`config.mk`:
```
export PLATFORM = sky130hd
export DESIGN_NAME = permutation_rank
export DESIGN_NICKNAME = d
export VERILOG_FILES = /design/src/rtl/core/prank_pkg.sv /design/src/rtl/core/permutation_rank.sv /design/src/rtl/core/prank_step.sv
export SDC_FILE = /design/constraint.sdc
export NUM_CORES = 1
export LEC_CHECK = 0
export ABC_AREA = 1
export BUFFER_PORTS_ARGS = -buffer_cell sky130_fd_sc_hd__clkbuf_2
export CAP_MARGIN = 20
export CORE_MARGIN = 2
export CORE_UTILIZATION = 40
export CTS_CLUSTER_DIAMETER = 40
export DETAILED_ROUTE_END_ITERATION = 12
export GPL_TIMING_DRIVEN = 0
export SETUP_SLACK_MARGIN = 0.02
export SLEW_MARGIN = 40
export SYNTH_ARGS = -nofsm -noshare
export SYNTH_HDL_FRONTEND = slang
export SYNTH_HIERARCHICAL = 1
export SYNTH_SLANG_ARGS = --single-unit
```
`constraint.sdc`:
```
create_clock -name clock -period 17.5 [get_ports clock]
set_input_delay 3.5 -clock clock [delete_from_list [all_inputs] [get_ports clock]]
set_output_delay 3.5 -clock clock [all_outputs]
set_load 0.1 [all_outputs]
```
`src/rtl/core/prank_pkg.sv`:
```
// types, constants and the factorial table shared by the permutation rank block
package prank_pkg;

   // permutation length, 1..13
   localparam int PERM_LENGTH = 8;

   localparam int SYM_W  = 8;
   localparam int RANK_W = 16;
   localparam int POS_W  = 4;
   localparam int CNT_W  = 4;
   localparam int FACT_W = 4;

   // one input word after the input register
   typedef struct packed {
      logic [SYM_W-1:0] symbol;
      logic             last;
      logic             empty_string;
   } prank_item_type;

   // running state of the string in progress
   typedef struct packed {
      logic [PERM_LENGTH-1:0] seen_set;
      logic [POS_W-1:0]       position;
      logic                   bad_string;
      logic [RANK_W-1:0]      rank_sum;
   } prank_state_type;

   // one result word
   typedef struct packed {
      logic [RANK_W-1:0] rank;
      logic              found;
   } prank_result_type;

   // factorial modulo 2^16, indexed by position
   function automatic logic [RANK_W-1:0] fact_mod(input logic [FACT_W-1:0] pos);
      logic [RANK_W-1:0] f;
      case (pos)
         4'd0:    f = 16'd1;
         4'd1:    f = 16'd1;
         4'd2:    f = 16'd2;
         4'd3:    f = 16'd6;
         4'd4:    f = 16'd24;
         4'd5:    f = 16'd120;
         4'd6:    f = 16'd720;
         4'd7:    f = 16'd5040;
         4'd8:    f = 16'd40320;
         4'd9:    f = 16'd35200;
         4'd10:   f = 16'd24320;
         4'd11:   f = 16'd5376;
         4'd12:   f = 16'd64512;
         default: f = 16'd0;
      endcase
      return f;
   endfunction

endpackage

```
`src/rtl/core/permutation_rank.sv`:
```
// permutation rank: factorial-base index of the inversion counts of a symbol string
// a last word passes the input register, then the output register, to give its result
// throughput: one word per cycle while no last word waits; prank_step is combinational
// a waiting result in the output register stalls the next last word and words behind it
// reset: synchronous, active high; clears the string state and both valid flags
module permutation_rank (
   input  logic        clock,
   input  logic        reset,
   input  logic        req_tvalid,
   output logic        req_tready,
   input  logic [7:0]  req_tdata,   // [7:0] symbol
   input  logic        req_tlast,   // last
   input  logic [0:0]  req_tuser,   // [0] empty_string
   output logic        rsp_tvalid,
   input  logic        rsp_tready,
   output logic [15:0] rsp_tdata,   // [15:0] rank
   output logic [0:0]  rsp_tuser    // [0] found
);
   import prank_pkg::*;

   logic             in_valid_ff;
   prank_item_type   item_ff;
   prank_state_type  state_ff;
   prank_state_type  state_in;
   prank_result_type result_in;
   prank_result_type result_ff;
   logic             rsp_valid_ff;
   logic             go;

   // a word in the input register moves on unless it needs a full output slot
   assign go         = in_valid_ff && (!item_ff.last || !rsp_valid_ff || rsp_tready);
   assign req_tready = !in_valid_ff || go;

   // input register
   always_ff @(posedge clock) begin
      if (reset) begin
         in_valid_ff <= 1'b0;
      end else if (req_tready) begin
         in_valid_ff <= req_tvalid;
      end
   end

   always_ff @(posedge clock) begin
      if (req_tready) begin
         item_ff.symbol       <= req_tdata;
         item_ff.last         <= req_tlast;
         item_ff.empty_string <= req_tuser[0];
      end
   end

   prank_step u_step (
      .state_cur  (state_ff),
      .item       (item_ff),
      .state_next (state_in),
      .result     (result_in)
   );

   // string state
   always_ff @(posedge clock) begin
      if (reset) begin
         state_ff <= '0;
      end else if (go) begin
         state_ff <= state_in;
      end
   end

   // output register
   always_ff @(posedge clock) begin
      if (reset) begin
         rsp_valid_ff <= 1'b0;
      end else if (go && item_ff.last) begin
         rsp_valid_ff <= 1'b1;
      end else if (rsp_tready) begin
         rsp_valid_ff <= 1'b0;
      end
   end

   always_ff @(posedge clock) begin
      if (go && item_ff.last) begin
         result_ff <= result_in;
      end
   end

   assign rsp_tvalid   = rsp_valid_ff;
   assign rsp_tdata    = result_ff.rank;
   assign rsp_tuser[0] = result_ff.found;

endmodule

```
`src/rtl/core/prank_step.sv`:
```
// combinational update of the string state for one word, and the result on last
module prank_step (
   input  prank_pkg::prank_state_type  state_cur,
   input  prank_pkg::prank_item_type   item,
   output prank_pkg::prank_state_type  state_next,
   output prank_pkg::prank_result_type result
);
   import prank_pkg::*;

   localparam logic [SYM_W-1:0] LEN_SYM = SYM_W'(PERM_LENGTH);
   localparam logic [POS_W-1:0] LEN_POS = POS_W'(PERM_LENGTH);

   logic [PERM_LENGTH-1:0] hit;
   logic [PERM_LENGTH-1:0] full_mask;
   logic [CNT_W-1:0]       greater;
   logic                   sym_ok;
   logic [RANK_W+CNT_W-1:0] term;
   prank_state_type        upd;
   logic                   ok;

   // one-hot of the symbol, count of seen values above it, mask of 1..position
   always_comb begin
      greater = '0;
      for (int i = 0; i < PERM_LENGTH; i++) begin
         hit[i]       = (item.symbol == SYM_W'(i + 1));
         full_mask[i] = (POS_W'(i) < upd.position);
         greater      = greater + CNT_W'(state_cur.seen_set[i] & (SYM_W'(i + 1) > item.symbol));
      end
   end

   assign sym_ok = (item.symbol != '0) && (item.symbol <= LEN_SYM);
   assign term   = greater * fact_mod(FACT_W'(state_cur.position));

   // element update
   always_comb begin
      upd = state_cur;
      if (!item.empty_string) begin
         if (state_cur.position >= LEN_POS) begin
            upd.bad_string = 1'b1;
         end else if (!sym_ok || ((state_cur.seen_set & hit) != '0)) begin
            upd.bad_string = 1'b1;
            upd.position   = state_cur.position + POS_W'(1);
         end else begin
            upd.rank_sum = state_cur.rank_sum + term[RANK_W-1:0];
            upd.seen_set = state_cur.seen_set | hit;
            upd.position = state_cur.position + POS_W'(1);
         end
      end
   end

   // result and clear at the end of a string
   assign ok           = !upd.bad_string && (upd.seen_set == full_mask);
   assign result.found = ok;
   assign result.rank  = ok ? upd.rank_sum : '0;
   assign state_next   = item.last ? prank_state_type'('0) : upd;

endmodule

```
==> results of run 1 <==
## cells by family (layout without fill, tap and decap cells)
| family | count (synthesis) | count (layout) | share of synthesized area, % |
|---|---|---|---|
| xor+xnor | 14 | 14 | 2.103 |
| fa+ha+maj | 70 | 70 | 20.43 |
| buf+inv | 189 | 237 | 13.07 |
| simple gates | 405 | 405 | 29.81 |
| compound gates | 94 | 94 | 10.02 |
| flops | 58 | 58 | 24.55 |
## layout make-up
class / instances / area [µm²] / share of cell area, %
Inverter: 159 / 596.8 / 9.105
Clock inverter: 5 / 102.6 / 1.565
Buffer: 30 / 165.2 / 2.520
Timing Repair Buffer: 32 / 160.2 / 2.443
Clock buffer: 11 / 232.7 / 3.550
Multi-Input combinational cell: 583 / 3636 / 55.47
Sequential cell: 58 / 1431 / 21.84
Tap cell: 184 / 230.2 / 3.512
## stage by stage
step / area, µm² / std cells / util, % / hold slack [ns]
2_1_floorplan: 5829 / 830 / - / 0.4516
3_3_place_gp: 6220 / 1046 / 43.29 / 0.4695
3_5_place_dp: 6220 / 1046 / 43.29 / 0.4880
4_1_cts: 6555 / 1062 / 45.62 / 0.4990
5_1_grt: 6555 / 1062 / 45.62 / 0.5448
6_report: 6555 / 1062 / 45.62 / 0.4968
## power by group
part / total, µW / internal [µW] / switching [µW]
Sequential: 155 / 148 / 6.95
Combinational: 67.1 / 22.3 / 44.9
Clock: 198 / 139 / 59.6
Total: 420 / 309 / 111
## registers in the layout, summed over array words and instances (netlist names)
name and cells:
in_valid_ff 1, rsp_tvalid 1, rsp_tuser 1, state_ff 29
rsp_tdata 16, item_ff 10
## placed cells by master, fill, tap and decap left out, drive strengths merged
cell      netlist  layout
a21o            2       2
a21oi          48      48
a31oi           8       8
buf            18      18
bufinv          0       3
clkbuf         12      55
clkinv          1       2
clkinvlp        0       1
dfxtp          31      31
edfxtp         27      27
fa             42      42
ha             28      28
inv           158     158
nand2         148     148
nand3          64      64
nand3b          2       2
nand4           5       5
nor2          175     175
nor2b           1       1
nor3            6       6
nor3b           2       2
nor4            1       1
o2111ai         1       1
o21a            1       1
o21ai          31      31
o21bai          1       1
o221ai          1       1
o2bb2ai         1       1
or2             1       1
xnor2           8       8
xor2            6       6
## worst reg2reg max path: cells and delay by family, from the launching register on
kind                     cells  cell delay (ns)
adder cells (fa/ha/maj)      9             4.25
AND/OR/NAND/NOR             12             1.67
buffers and inverters        6             0.74
AO/OA/AOI/OAI                2             0.58
flip-flops                   1             0.43
XOR/XNOR                     1             0.21
## metal layers
layer	wire, µm	share of wire [%]	vias up	global-route usage (%)
met3	469	3.4	18	2.878
met1	6457	47	2353	23.62
met2	6585	48	89	31.50
met5	0	0	-	0
li1	-	-	2659	-
met4	265	1.9	0	5.882
## worst max-delay path by stage
stage / start / to / slack (ns) / cells after the start
2_1_floorplan: rsp_tready / req_tready / 9.26 / 2
3_3_place_gp: rsp_tready / req_tready / 9.29 / 4
3_5_place_dp: rsp_tready / req_tready / 9.27 / 4
4_1_cts: rsp_tready / req_tready / 9.26 / 4
5_1_grt: item_ff[9]$_DFFE_PP_ / state_ff[13]$_SDFFE_PP0P_ / 8.94 / 30
6_report: rsp_tready / req_tready / 9.33 / 4
==> results.json, run 1 <==
{
  "grt_max_degree": 18,
  "cts_tree": "built",
  "syn2layout_area_growth_pct": 12.45,
  "p_total_uw": 420.4,
  "cp_data_required_time_ns": 14.00,
  "min_to": "state_ff[13]$_SDFFE_PP0P_",
  "place_congestion": 0.9236,
  "regToRegSetupSlack_ns": 9.57,
  "synth_nets": 914,
  "fill_cells": 1470,
  "core_um2": 14370,
  "ant_nets": 0,
  "die_h_um": 124.7,
  "grt_pass1_wl_um": 23470,
  "drive_above_1_share_pct": 12.98,
  "dr.pass1.iters": 6,
  "cp_num_buf_inv": 3,
  "grt_use_total_pct": 18.34,
  "root_buffer": "clkbuf_16",
  "ir_drop_v": 0.00005233,
  "crit_path_max_fanout": 12,
  "synth_seq_cells": 58,
  "arrival_ns": 4.67,
  "critPathLaunchType": "input port",
  "antenna_found_initial": 0,
  "start_util_pct": 40.57,
  "synth_seq_area_share_pct": 24.55,
  "initialDrtViolationCount": 222,
  "avgSynthCellArea_um2": 7.023,
  "fin_ws_ns": 9.327,
  "holdCritStartpoint": "state_ff[13]$_SDFFE_PP0P_",
  "path_cells": "clkbuf_2 -> inv_1 -> nand4_1 -> clkbuf_2",
  "leakage_uw": 0.003025,
  "synth_cell_types": 41,
  "routed_wl_um": 13780,
  "diodes": 0,
  "status": "finished, final reports clean",
  "cts.clk_slew.worst_paths_ns": 0.05,
  "grt_pass1_vias": 4927,
  "cap_violations": 0,
  "r2r-start": "item_ff[9]$_DFFE_PP_",
  "fin_tns_setup_ns": 0,
  "setup_violations": 0,
  "slowest_stage": "clkbuf_2",
  "hold_depth": 2,
  "period_needed_ns": 8.173,
  "die_x_um": 124.7,
  "rsz0062_at_grt": "false",
  "synth_top_cell_area_share_pct": 14.42,
  "crit_top_cell": "clkbuf_2",
  "synth_edf_count": 27,
  "async_reset_ff_share_pct": 0,
  "criticalPathCategory": "input port to output pin",
  "htree_levels": 3,
  "netlist_top_cells_area": "fa_1, edfxtp_1, dfxtp_1, nor2_1, inv_1",
  "postCtsSetupBuffers": 0,
  "crit_family": "buffers and inverters",
  "yosysMostFrequentCell": "nor2_1",
  "wire_per_inst_um": 12.97,
  "ctsLongestPathBuffers": 2,
  "r2r-end": "state_ff[13]$_SDFFE_PP0P_",
  "core.rowCount": 44,
  "io_pins": 33,
  "yosys.area.top_type": "fa_1",
  "rr_worst_depth": 30,
  "postCtsResizedCells": 0,
  "dieArea_um2": 15560,
  "placement.io_buffers": 32,
  "overflow": 0,
  "cts_hold_buffers": 0,
  "worstSetupEndpointType": "output pin",
  "hp-class": "register to register",
  "clock_latency_ns": 0.33,
  "synth_ff_type": "dfxtp_1",
  "finalHoldViolCount": 0,
  "cts_buffers": 9,
  "drc": 0,
  "netlist_instances": 830,
  "ys_top_cells_by_count": "nor2_1, inv_1, nand2_1",
  "critPathMaxStageDelay_ns": 0.54,
  "yosysWarnings": 6,
  "avgViaCountPerCell": 4.820,
  "fmax_mhz": 122.4,
  "worst_slew_pin_slew_ns": 0.6807,
  "dp_hpwl_um": 11130,
  "fin_crit_sh_pct": 46.70,
  "final_nets": 957,
  "dr_total_vias": 5119,
  "dp_slack_ns": 9.267,
  "max_slew_margin_pct": 54.57,
  "slew_violations": 0,
  "cts_sinks": 58,
  "synth_area_um2": 5829,
  "fin_skew_ns": 0.005591,
  "power_density_nw_per_um2": 64.13
}
Note: power is estimated with default switching activity, not from simulation.
==> run 2, diff against run 1 <==
- clock period: 17.5 -> 7.9 ns (I/O delays scaled with it)
==> run 2 against run 1 <==
Setup slack worse by 8.8 ns. Die area stayed put. Core utilization is 0.70 points higher. Register-to-register slack worse by 9.1 ns. Sequential power is 120% higher. Global-route usage stayed put. Clock skew is 0.00054 ns higher. Clock-buffer cell count stayed put. Cell count is 0.56% higher. Highest routed layer unchanged. Wire length is 1.2% higher. Largest power group unchanged. Non-clock buffer count is 6 higher. Largest cell class unchanged. Hold slack hardly changed.
==> results.json, run 2 (same netlist as run 1, synthesis figures left out) <==
{
  "ir_drop_v": 0.0001165,
  "seqPwrFrac_pct": 36.7,
  "die_x_um": 124.7,
  "largest_register_ffs": 29,
  "htree_levels": 3,
  "crit_path_max_fanout": 10,
  "dr_total_vias": 5122,
  "core.rowCount": 44,
  "final_nets": 963,
  "dp_hpwl_um": 11130,
  "drc": 0,
  "top_register": "state_ff",
  "critPathLaunchType": "register",
  "drive_above_1_share_pct": 15.16,
  "fin_skew_ns": 0.006131,
  "place_area_um2": 6220,
  "power_density_nw_per_um2": 140.4,
  "switching_share_pct": 26.57,
  "grt_max_degree": 18,
  "max_slew_margin_pct": 55.46,
  "die_h_um": 124.7,
  "antenna_found_initial": 0,
  "slew_violations": 0,
  "grt_pass1_vias": 4927,
  "cp_data_required_time_ns": 8.12,
  "cap_violations": 0,
  "dr.pass1.iters": 5,
  "ctsLongestPathBuffers": 2,
  "grt_use_total_pct": 18.34,
  "period_needed_ns": 7.409,
  "layout_commonest_cell": "nor2_1",
  "cts_tree": "built",
  "cts_sinks": 58,
  "fmax_mhz": 135.0,
  "worst_slew_pin_slew_ns": 0.6674,
  "leakage_uw": 0.003059,
  "design_area_um2": 6655,
  "slowest_stage": "fa_2",
  "placement.io_buffers": 32,
  "syn2layout_area_growth_pct": 14.17,
  "place_congestion": 0.9236,
  "mostFrequentLayoutCells": "nor2_1, inv_1, nand2_1, nand3_1, fa_1",
  "p_comb_share_pct": 16.3,
  "wire_per_inst_um": 13.06,
  "power_switching_uw": 248.3,
  "grt_pass1_wl_um": 23470,
  "critPathMaxStageDelay_ns": 0.58,
  "cts.clk_slew.worst_paths_ns": 0.05,
  "worstSetupEndpointType": "register",
  "start_util_pct": 40.57,
  "core_um2": 14370,
  "rsz0062_at_grt": "false",
  "power.share.clock_pct": 47.0,
  "dieArea_um2": 15560,
  "hp-class": "register to register",
  "setup_violations": 0,
  "routed_wl_um": 13940,
  "criticalPathCategory": "register to register",
  "initialDrtViolationCount": 239,
  "p_int_uw": 686.0,
  "fin_tns_setup_ns": 0,
  "finalHoldViolCount": 0,
  "overflow": 0,
  "final_cells": 1068,
  "fin_crit_sh_pct": 93.78,
  "root_buffer": "clkbuf_16",
  "p_total_uw": 934.3,
  "io_pins": 33,
  "status": "finished, final reports clean",
  "clock_latency_ns": 0.33,
  "avgViaCountPerCell": 4.796,
  "ant_nets": 0,
  "cts_buffers": 9,
  "dp_cells": 1046,
  "diodes": 0,
  "arrival_ns": 7.63,
  "cts_hold_buffers": 0
}
==> run 2: area by class of cell <==
cell class | instances | area [µm²]
multi-input combinational | 583 | 3686
clock buffer | 11 | 232.7
buffer | 30 | 170.2
timing repair buffer | 38 | 205.2
tap | 184 | 230.2
clock inverter | 5 | 102.6
inverter | 159 | 596.8
sequential | 58 | 1431
fill | 1454 | 7714
==> run 2: path summary, 6_finish.rpt <==
check / from / end / slack, ns / cells past startpoint
hold / removal: state_ff[13]$_SDFFE_PP0P_ / state_ff[13]$_SDFFE_PP0P_ / 0.50 / 2
hold reg to reg: state_ff[13]$_SDFFE_PP0P_ / state_ff[13]$_SDFFE_PP0P_ / 0.50 / 2
setup / recovery: item_ff[6]$_DFFE_PP_ / state_ff[14]$_SDFFE_PP0P_ / 0.49 / 33
setup reg to reg: item_ff[6]$_DFFE_PP_ / state_ff[14]$_SDFFE_PP0P_ / 0.49 / 33
==> run 2: layer usage <==
layer	vias to the layer above	routed length, µm	track usage [%]
met2	64	6727	31.50
met5	-	0	0
li1	2674	-	-
met4	0	271	5.882
met3	19	327	2.878
met1	2365	6618	23.62
==> run 2: what timing repair did <==
action,in CTS,in global routing
setup endpoints to repair,0,21
buffers inserted,0,6
resized for setup,0,22
==> run 2: critical path, delay by kind of cell, from the launching register on <==
family	cells	cell delay, ns
AOI/OAI and AO/OA	1	0.10
and+or+nand+nor	16	1.88
buffers and inverters	7	0.56
DFF	1	0.44
adders and majority gates	9	4.30
==> run 2: metrics by stage <==
step	hold slack (ns)	util, %	setup slack [ns]
final	0.4968	46.32	0.4915
after global routing	0.5448	46.32	0.02218
after CTS	0.4990	45.62	0.02090
after detailed placement	0.4880	43.29	0.05245
after global placement	0.4695	43.29	0.07963
after floorplan	0.4516	-	0.9175
==> run 2: power by group through the flow <==
stage	registers (µW)	clock network [µW]	logic, µW
6_report	343	439	152
5_1_grt	344	460	174
4_1_cts	343	446	149
3_5_place_dp	349	0	149
3_3_place_gp	349	0	147
2_1_floorplan	352	0	109
==> run 3, diff against run 2 <==
- GPL_TIMING_DRIVEN: 0 -> 1
- clock period: 7.9 -> 6.57 ns (I/O delays scaled with it)
==> run 3 against run 2 <==
The flow now finishes with violations (setup timing). Core utilization grew 5.3 points. Flip-flop and latch count is the same. Total power grew 21%. Largest power group unchanged. Critical endpoint is now state_ff[15]$_SDFFE_PP0P_.
==> results.json, run 3 (same netlist as run 1, synthesis figures left out) <==
{
  "grt_pass1_vias": 5373,
  "drc": 0,
  "arrival_ns": 6.89,
  "htree_levels": 3,
  "rsz0062_at_grt": "true",
  "grt_use_total_pct": 19.86,
  "mostFrequentLayoutCells": "inv_1, nand2_1, nor2_1, buf_4, nand3_1",
  "final_nets": 997,
  "dr.pass1.iters": 5,
  "worst_slew_pin_slew_ns": 0.6889,
  "io_pins": 33,
  "crit_top_cell": "fa_1",
  "dieArea_um2": 15560,
  "wire_per_inst_um": 13.41,
  "cts_tree": "built",
  "fin_ws_ns": -0.08604,
  "status": "finished, violations left",
  "diodes": 0,
  "critPathMaxStageDelay_ns": 0.56,
  "start_util_pct": 40.57,
  "worstSetupEndpointType": "register",
  "layout_commonest_cell": "inv_1",
  "cts.clk_slew.worst_paths_ns": 0.05,
  "place_congestion": 0.8558,
  "fmax_mhz": 150.2,
  "antenna_found_initial": 0,
  "slew_violations": 0,
  "largest_register_ffs": 29,
  "root_buffer": "clkbuf_16",
  "routed_wl_um": 14780,
  "crit_family": "adder cells",
  "cp_data_required_time_ns": 6.80,
  "fill_cells": 1417,
  "top_register": "state_ff",
  "holdWs_ns": 0.4914,
  "use_met1_pct": 24.46,
  "grt_pass1_wl_um": 25150,
  "fin_tns_setup_ns": -0.7551,
  "dp_hpwl_um": 10780,
  "core_um2": 14370,
  "dp_slack_ns": -0.1701,
  "regToRegSetupSlack_ns": -0.09,
  "fin_skew_ns": 0.006365,
  "criticalPathCategory": "register to register",
  "crit_path_max_fanout": 5,
  "finalHoldViolCount": 0,
  "hp-class": "register to register",
  "cts_sinks": 58,
  "ant_nets": 0,
  "critPathLaunchType": "register",
  "violations": "setup timing",
  "die_h_um": 124.7,
  "ir_drop_v": 0.0001266,
  "drive_above_1_share_pct": 27.78,
  "dr_total_vias": 5407,
  "slowest_stage": "fa_1",
  "grt_use_met2_pct": 35.13,
  "grt_max_degree": 62,
  "max_slew_margin_pct": 53.93,
  "cts_buffers": 9,
  "setup_violations": 16,
  "gr-max-usage-layer": "met2",
  "core.rowCount": 44,
  "avgViaCountPerCell": 4.907,
  "die_x_um": 124.7,
  "syn2layout_area_growth_pct": 27.15,
  "power_density_nw_per_um2": 152.7,
  "initialDrtViolationCount": 291,
  "cp_num_buf_inv": 6,
  "clock_latency_ns": 0.34,
  "grtUsageMet3_pct": 3.351,
  "period_needed_ns": 6.656,
  "overflow": 0,
  "ctsLongestPathBuffers": 2,
  "leakage_uw": 0.003354,
  "cts_hold_buffers": 0,
  "fin_crit_sh_pct": 101.3,
  "cap_violations": 0,
  "placement.io_buffers": 32
}
==> run 3: changes by cell type in the layout (fill, tap and decap cells not counted), sizes merged <==
cell,change
clkbuf,-13
bufinv,-1
clkinv,+2
clkinvlp,+1
buf,+45
==> run 3: cell type report <==
class,instances,area [µm²],share of cell area [%]
well taps,184,230.2,3.106
multi-input cells,583,4103,55.35
clock inverters,7,92.59,1.249
clock buffers,9,225.2,3.038
flip-flops and latches,58,1433,19.33
inverters,159,599.3,8.086
repair buffers,102,729.5,9.841
==> run 3: final timing paths <==
kind	start	endpoint	cells past startpoint
max	item_ff[6]$_DFFE_PP_	state_ff[15]$_SDFFE_PP0P_	33
min	state_ff[13]$_SDFFE_PP0P_	state_ff[13]$_SDFFE_PP0P_	2
max reg2reg	item_ff[6]$_DFFE_PP_	state_ff[15]$_SDFFE_PP0P_	33
min reg2reg	state_ff[13]$_SDFFE_PP0P_	state_ff[13]$_SDFFE_PP0P_	2
==> run 3: worst reg2reg max path, delay by kind of cell, from the launching register on <==
family	cells	cell delay, ns
AO/OA/AOI/OAI	1	0.09
AND/OR/NAND/NOR	17	1.74
buffers and inverters	6	0.42
flip-flops	1	0.41
adder cells (fa/ha/maj)	9	3.89
==> run 3: where the power goes <==
group / switching, µW / internal (µW)
logic: 132 / 81.9
registers: 17.5 / 394
clock network: 176 / 331
total: 326 / 806
==> run 3: metrics by stage <==
stage | instances | utilization [%] | area (µm²) | total power (µW)
after global placement | 1074 | 46.65 | 6703 | 617.0
after global routing | 1102 | 51.58 | 7412 | 1190
final | 1102 | 51.58 | 7412 | 1132
after CTS | 1096 | 50.68 | 7282 | 1138
after detailed placement | 1074 | 46.65 | 6703 | 618.8
after floorplan | 830 | - | 6040 | 561.1
==> run 3: timing repair <==
item	4_1_cts	5_1_grt
gates cloned	1	0
pin swaps	43	17
gates resized for setup	52	27
setup endpoints to repair	23	25
setup buffers	5	7
endpoints found under the hold margin	0	0
==> run 3: metal layers <==
| layer | up-vias | routed length, µm |
|---|---|---|
| met3 | 22 | 438 |
| li1 | 2749 | - |
| met4 | 0 | 308 |
| met2 | 96 | 7512 |
| met1 | 2540 | 6518 |
| met5 | - | 0 |
